### config.mk
export PLATFORM = sky130hd
export DESIGN_NAME = mwuf_div
export DESIGN_NICKNAME = d
export VERILOG_FILES = /design/src/hw/rtl/maze_wall_union_find_core_assert.svh /design/src/hw/rtl/mwuf_pkg.sv /design/src/hw/rtl/mwuf_div.sv
export SDC_FILE = /design/constraint.sdc
export NUM_CORES = 1
export LEC_CHECK = 0
export BUFFER_PORTS_ARGS = -buffer_cell sky130_fd_sc_hd__buf_2
export CAP_MARGIN = 10
export CORE_MARGIN = 3
export CORE_UTILIZATION = 48
export CTS_CLUSTER_DIAMETER = 80
export DETAILED_ROUTE_END_ITERATION = 7
export PLACE_DENSITY = 0.84
export SETUP_SLACK_MARGIN = 0.5
export SLEW_MARGIN = 20
export SYNTH_ARGS = -nofsm -noshare
export SYNTH_HDL_FRONTEND = slang
export SYNTH_SLANG_ARGS = --single-unit
### constraint.sdc
create_clock -name clk -period 2 [get_ports clk]
set_input_delay 0.1 -clock clk [delete_from_list [all_inputs] [get_ports clk]]
set_output_delay 0.1 -clock clk [all_outputs]
set_load 0.05 [all_outputs]
### src/hw/rtl/maze_wall_union_find_core_assert.svh
// Assertion helpers shared by the union-find core.
// Both sample on clk and stay quiet while arst_n is low.
`ifndef MAZE_WALL_UNION_FIND_CORE_ASSERT_SVH
`define MAZE_WALL_UNION_FIND_CORE_ASSERT_SVH

// same-cycle implication
`define MWUF_ASSERT_NOW(lbl, ante, cons, msg) \
	lbl: assert property (@(posedge clk) disable iff (!arst_n) (ante) |-> (cons)) \
		else $error(msg);

// next-cycle implication
`define MWUF_ASSERT_NEXT(lbl, ante, cons, msg) \
	lbl: assert property (@(posedge clk) disable iff (!arst_n) (ante) |=> (cons)) \
		else $error(msg);

`endif

### src/hw/rtl/mwuf_pkg.sv
package mwuf_pkg;

	localparam int WallW = 13;
	localparam int SideW = 7;
	localparam int CountW = 13;
	localparam int WeightW = 13;

	typedef struct packed {
		logic [WallW-1:0] wall_number;
		logic             first_of_maze;
	} wall_item_t;

	typedef struct packed {
		logic              wall_removed;
		logic [SideW-1:0]  wall_row;
		logic [SideW-1:0]  wall_col;
		logic [CountW-1:0] sets_left;
		logic              maze_complete;
	} result_item_t;

	typedef struct packed {
		logic             start;
		logic [WallW-1:0] dividend;
		logic [SideW-1:0] divisor;
	} div_req_t;

	typedef struct packed {
		logic             done;
		logic [WallW-1:0] quotient;
		logic [SideW-1:0] remainder;
	} div_rsp_t;

endpackage

### src/hw/rtl/mwuf_div.sv
module mwuf_div (
	input  logic               clk,
	input  logic               arst_n,
	input  mwuf_pkg::div_req_t req,
	output mwuf_pkg::div_rsp_t rsp
);
	import mwuf_pkg::*;

	localparam int CntW = $clog2(WallW + 1);

	logic             busy_q;
	logic [CntW-1:0]  cnt_q;
	logic [WallW-1:0] quo_q;
	logic [SideW:0]   rem_q;
	logic [SideW-1:0] dvs_q;
	logic             done_q;
	logic [SideW:0]   rem_sh;
	logic             fits;

	// restoring division, one quotient bit per cycle, MSB first
	assign rem_sh = {rem_q[SideW-1:0], quo_q[WallW-1]};
	assign fits   = rem_sh >= {1'b0, dvs_q};

	always_ff @(posedge clk or negedge arst_n) begin
		if (!arst_n) begin
			busy_q <= 1'b0;
			done_q <= 1'b0;
			cnt_q  <= '0;
		end else begin
			done_q <= 1'b0;
			if (req.start) begin
				busy_q <= 1'b1;
				cnt_q  <= CntW'(WallW);
			end else if (busy_q) begin
				cnt_q <= cnt_q - 1'b1;
				if (cnt_q == CntW'(1)) begin
					busy_q <= 1'b0;
					done_q <= 1'b1;
				end
			end
		end
	end

	always_ff @(posedge clk) begin
		if (req.start) begin
			quo_q <= req.dividend;
			rem_q <= '0;
			dvs_q <= req.divisor;
		end else if (busy_q) begin
			quo_q <= {quo_q[WallW-2:0], fits};
			rem_q <= fits ? (rem_sh - {1'b0, dvs_q}) : rem_sh;
		end
	end

	assign rsp.done      = done_q;
	assign rsp.quotient  = quo_q;
	assign rsp.remainder = rem_q[SideW-1:0];

endmodule

# After elaboration in Yosys (flattened, before gate mapping)
# Index checks and enable logic that the tools add are counted.
# classes
n_addsub	2
order_cmp	1
n_eq_ne	1
n_mux	11
reduce_logical	1
# op_table
operator	count
$mux W13	2
$ge A8 B7 Y1	1
$mux W4	2
$mux W7	1
$sub A7 B7 Y7	1
$mux W1	6
$eq A4 B1 Y1 const B	1
$sub A4 B1 Y4 const B	1
$reduce_bool A2 Y1	1
# word_totals
reg_bits	33
inputBits	23
out_inout_bits	21
elab_cells	22

# Longest topological paths before layout
# depth
depth_word	4
mapped_depth	9
depth_no_buf	7

# Worst setup path before layout
# No wires, ideal clock.
# synth_timing
kind	register -> register
start	register quo_q[12]
end	register rem_q[0]
setup_time_ns	0.088
arrival_time_ns	2.471
slack_ns	-0.559
path_stages_with_launch	10
path_buffers	2
path_cell_list	edfxtp_1 > inv_1 > ha_1 > fa_1 > nand2b_1 > a211o_1 > buf_6 > and3_1 > buf_6 > a311oi_2
# synth_via
elab_chain_len	2
# synth_lines
element	line_no	source
from (decl)	mwuf_div.sv:13	logic [WallW-1:0] quo_q;
from (signal assigned)	mwuf_div.sv:46	quo_q <= req.dividend;
from (signal assigned)	mwuf_div.sv:50	quo_q <= {quo_q[WallW-2:0], fits};
$sub A7 B7 Y7 or $ge A8 B7 Y1 (tied branches)	mwuf_div.sv:51, mwuf_div.sv:22	
$mux W7 (*)	mwuf_div.sv:51	rem_q <= fits ? (rem_sh - {1'b0, dvs_q}) : rem_sh;
to (signal assigned)	mwuf_div.sv:51	
to (decl)	mwuf_div.sv:14	logic [SideW:0] rem_q;
# Mark *: on every way between the ends. The rest lies on a longest branch, timed or not.
# A chain may end at the register's enable or synchronous reset.

# Worst setup path after layout
# layout_timing
start	register dvs_q[0]
end	register rem_q[0]
# layout_via
elab_chain_len	2
# layout_lines
element	line_no	source
from (decl)	mwuf_div.sv:15	logic [SideW-1:0] dvs_q;
from (signal assigned)	mwuf_div.sv:48	dvs_q <= req.divisor;
$sub A7 B7 Y7 or $ge A8 B7 Y1 (tied branches)	mwuf_div.sv:51, mwuf_div.sv:22	
$mux W7 (*)	mwuf_div.sv:51	
# Marked as above.

==> flow_summary.toml <==
[timing]
fin_hold_ws_ns = 0.117
setup_tns_ns = 0
drv_slew = 0
setup_viol = 0
final.setup.worst_slack_ns = 0.00280
fin_crit_sh = 0.999
rsz0062_at_grt = "yes"
max_freq_ghz = 0.501
period_needed_ns = 2.00
skew_ns = 0.00508
slew_headroom = 0.504
tightest_slew_ns = 0.744
finalHoldViolCount = 0

[finish]
diodes = 0
fin_cells = 276
stdcell_area_um2 = 2410
num-fill-cells = 305
regArea_um2 = 891
nNetsFinal = 260
syn2layout_area_growth_pct = 27.6
drive_above_1_share = 0.412
multi_input_area_um2 = 931

[yosys]
ys_async_sr_fraction = 0.182
synth_edf_count = 20
ys_ff_latch = 33
yosys_warnings = 0
synth_nets = 200
synth-main-ff-cell = "edfxtp_1"
synth.distinct_cells = 45
synthCells = 167
syn_area_per_cell_um2 = 11.3
netlist_area_um2 = 1890
synth-seq-area-share = 0.472

[floorplan]
fp.dieW_um = 68.7
initial_utilization = 0.508
num_rows = 22
fp.dieArea_um2 = 4720
die-height_um = 68.7
io_pins = 44
core_um2 = 3720

[setup_path]
crit_family = "compound AO/OA/AOI/OAI gates"
path_class = "flip-flop to flip-flop"
slowest_stage = "edfxtp_1"
worst_r2r_path_depth = 6
arrival_ns = 2.19
r2r-start = "dvs_q[0]"
timing.rr.end = "rem_q[0]"
worstPathCellList = "ha_4 > fa_2 > nand2b_4 > a211o_4 > and3_4 > a311oi_2"
crit_path_start_kind = "flip-flop"
critical-path-max-stage-delay_ns = 0.41
rrSetupSlack_ns = 0.003
end_kind = "flip-flop"
crit_required_ns = 2.19
cp_num_buf_inv = 0
cp_max_fo = 8

[power_and_ir_drop]
peakVddDrop_mv = 0.680
power_density_nw_per_um2 = 1080
power.leakage_uw = 0.00104

[detailed_routing]
firstDrtPassIters = 4
via_per_inst = 5.28
post_drt_wl_per_cell_um = 14.5
drc = 0
vias = 1458
drtIter0Drc = 75
drtAntennaViolNets = 0
wirelength_um = 4000

[min_path]
whs_path_depth = 2
min_path_type = "input port to flip-flop"
min_from = "req[15]"
holdPathEnd = "quo_q[8]"

[placement]
port_buffers = 43
routabilityCongestion = 0.842
place_ws_ns = -0.0552
hpwl_um = 2950
placement.cell_area_um2 = 2200
placedCellCount = 257

[global_route]
grt_start_max_net_pins = 41
grt_pass1_vias = 1367
antenna_found_initial = 0
gr-usage-all-layers = 0.187
grt_pass1_wl_um = 6390
globalRoute.totalOverflow = 0

[clocking]
cts-root-buf = "clkbuf_8"
ctsHtreeMaxLevel = 2
cts.sinks = 33
cts_max_path_buffers = 2
cts_made_buffers = 5
clk_pin_slew_ns = 0.07
cts_tree = "yes"
clkLatencyLatePin_ns = 0.28

[flow_run]
maxCapViolCount = 0

[run_status]
status = "complete, no violations"
==> where the power goes <==
group          total [uW]  internal (uW)  switching, uW  leakage, uW
combinational        1220            476            746     0.000663
sequential            908            837           71.3     0.000330
clock                 480            241            239    0.0000450
total                2610           1550           1060      0.00104
==> cells in the mapped netlist, types with 2 or more instances <==
| cell | n | area share |
|---|---|---|
| o21ai_0 | 2 | 0.0053 |
| a21o_1 | 4 | 0.016 |
| nor2_1 | 12 | 0.024 |
| buf_4 | 2 | 0.0079 |
| nand4_1 | 2 | 0.0066 |
| buf_6 | 2 | 0.012 |
| nor3b_1 | 6 | 0.024 |
| nand2_1 | 8 | 0.016 |
| mux2_2 | 12 | 0.072 |
| xnor2_1 | 4 | 0.019 |
| a41oi_1 | 4 | 0.019 |
| clkbuf_1 | 5 | 0.0099 |
| a31oi_1 | 2 | 0.0066 |
| dfxtp_1 | 7 | 0.074 |
| dfrtp_1 | 6 | 0.080 |
| nand2b_1 | 7 | 0.023 |
| o21bai_1 | 3 | 0.012 |
| a211oi_1 | 4 | 0.016 |
| ha_1 | 9 | 0.060 |
| a311oi_2 | 2 | 0.016 |
| and3_1 | 2 | 0.0066 |
| inv_1 | 14 | 0.028 |
| a21oi_1 | 2 | 0.0053 |
| nand3b_1 | 3 | 0.012 |
| o31ai_2 | 2 | 0.013 |
| edfxtp_1 | 20 | 0.32 |
| or3b_2 | 3 | 0.014 |
==> through the flow <==
step	total power, uW	util
global route	2770	0.648
floorplan	1790	-
CTS	2620	0.646
finish	2610	0.648
global placement	2070	0.592
detailed placement	2090	0.592
==> registers in the layout (all words and copies together) (netlist names) <==
signal / flops
busy_q: 1
done_q: 1
rem_q: 7
quo_q: 13
cnt_q: 4
dvs_q: 7
==> worst max path at each step <==
stage / depth (start not counted) / from / endpoint / slack, ns
3_3_place_gp: 6 / dvs_q[0] / rem_q[0] / 0.01
4_1_cts: 6 / dvs_q[0] / rem_q[0] / -0.009
5_1_grt: 6 / dvs_q[0] / rem_q[2] / -0.06
3_5_place_dp: 6 / dvs_q[0] / rem_q[0] / -0.06
6_report: 6 / dvs_q[0] / rem_q[0] / 0.003
2_1_floorplan: 9 / quo_q[12] / rem_q[0] / -0.41
==> cell usage in the layout, fill, tap and decap left out, drive strengths merged, types with 5 or more instances in the layout <==
cell	netlist	routed
inv	14	14
mux2	12	12
dlygate4sd3	0	8
edfxtp	20	20
a211oi	5	5
nor2	12	12
nand2	8	8
dfrtp	6	6
clkbuf	5	6
ha	9	9
nand2b	7	7
dfxtp	7	7
nor3b	6	6
buf	6	56
==> final cells by class <==
| type | instances | share of cell area |
|---|---|---|
| clock inverters | 2 | 0.00415 |
| inverters | 14 | 0.0218 |
| flip-flops and latches | 33 | 0.370 |
| clock buffers | 6 | 0.0301 |
| repair buffers | 64 | 0.163 |
| multi-input cells | 109 | 0.386 |
| well taps | 48 | 0.0249 |
==> logic make-up after synthesis <==
family,Yosys count,share of synthesized area
buffers and inverters,25,0.0623
and+or+nand+nor,49,0.150
muxes,13,0.0769
xor gates and xnor gates,5,0.0232
AOI/OAI and AO/OA,32,0.145
adders and majority gates,10,0.0702
DFF,33,0.472
==> timing repair <==
item / 4_1_cts / 5_1_grt
hold buffers: 8 / 0
pin swaps: 3 / 3
endpoints found under the setup margin: 8 / 21
gates resized for setup: 2 / 1
endpoints found under the hold margin: 13 / 0
buffers inserted: 3 / 0
==> routing by layer <==
layer | part of all wire | wire length [um] | track usage
met5 | 0 | 0 | 0
met3 | 0.033 | 133 | 0.0486
met1 | 0.46 | 1820 | 0.243
met2 | 0.50 | 2010 | 0.298
met4 | 0.0087 | 35 | 0.0730
No activity file was read; power rests on OpenSTA's default activity.
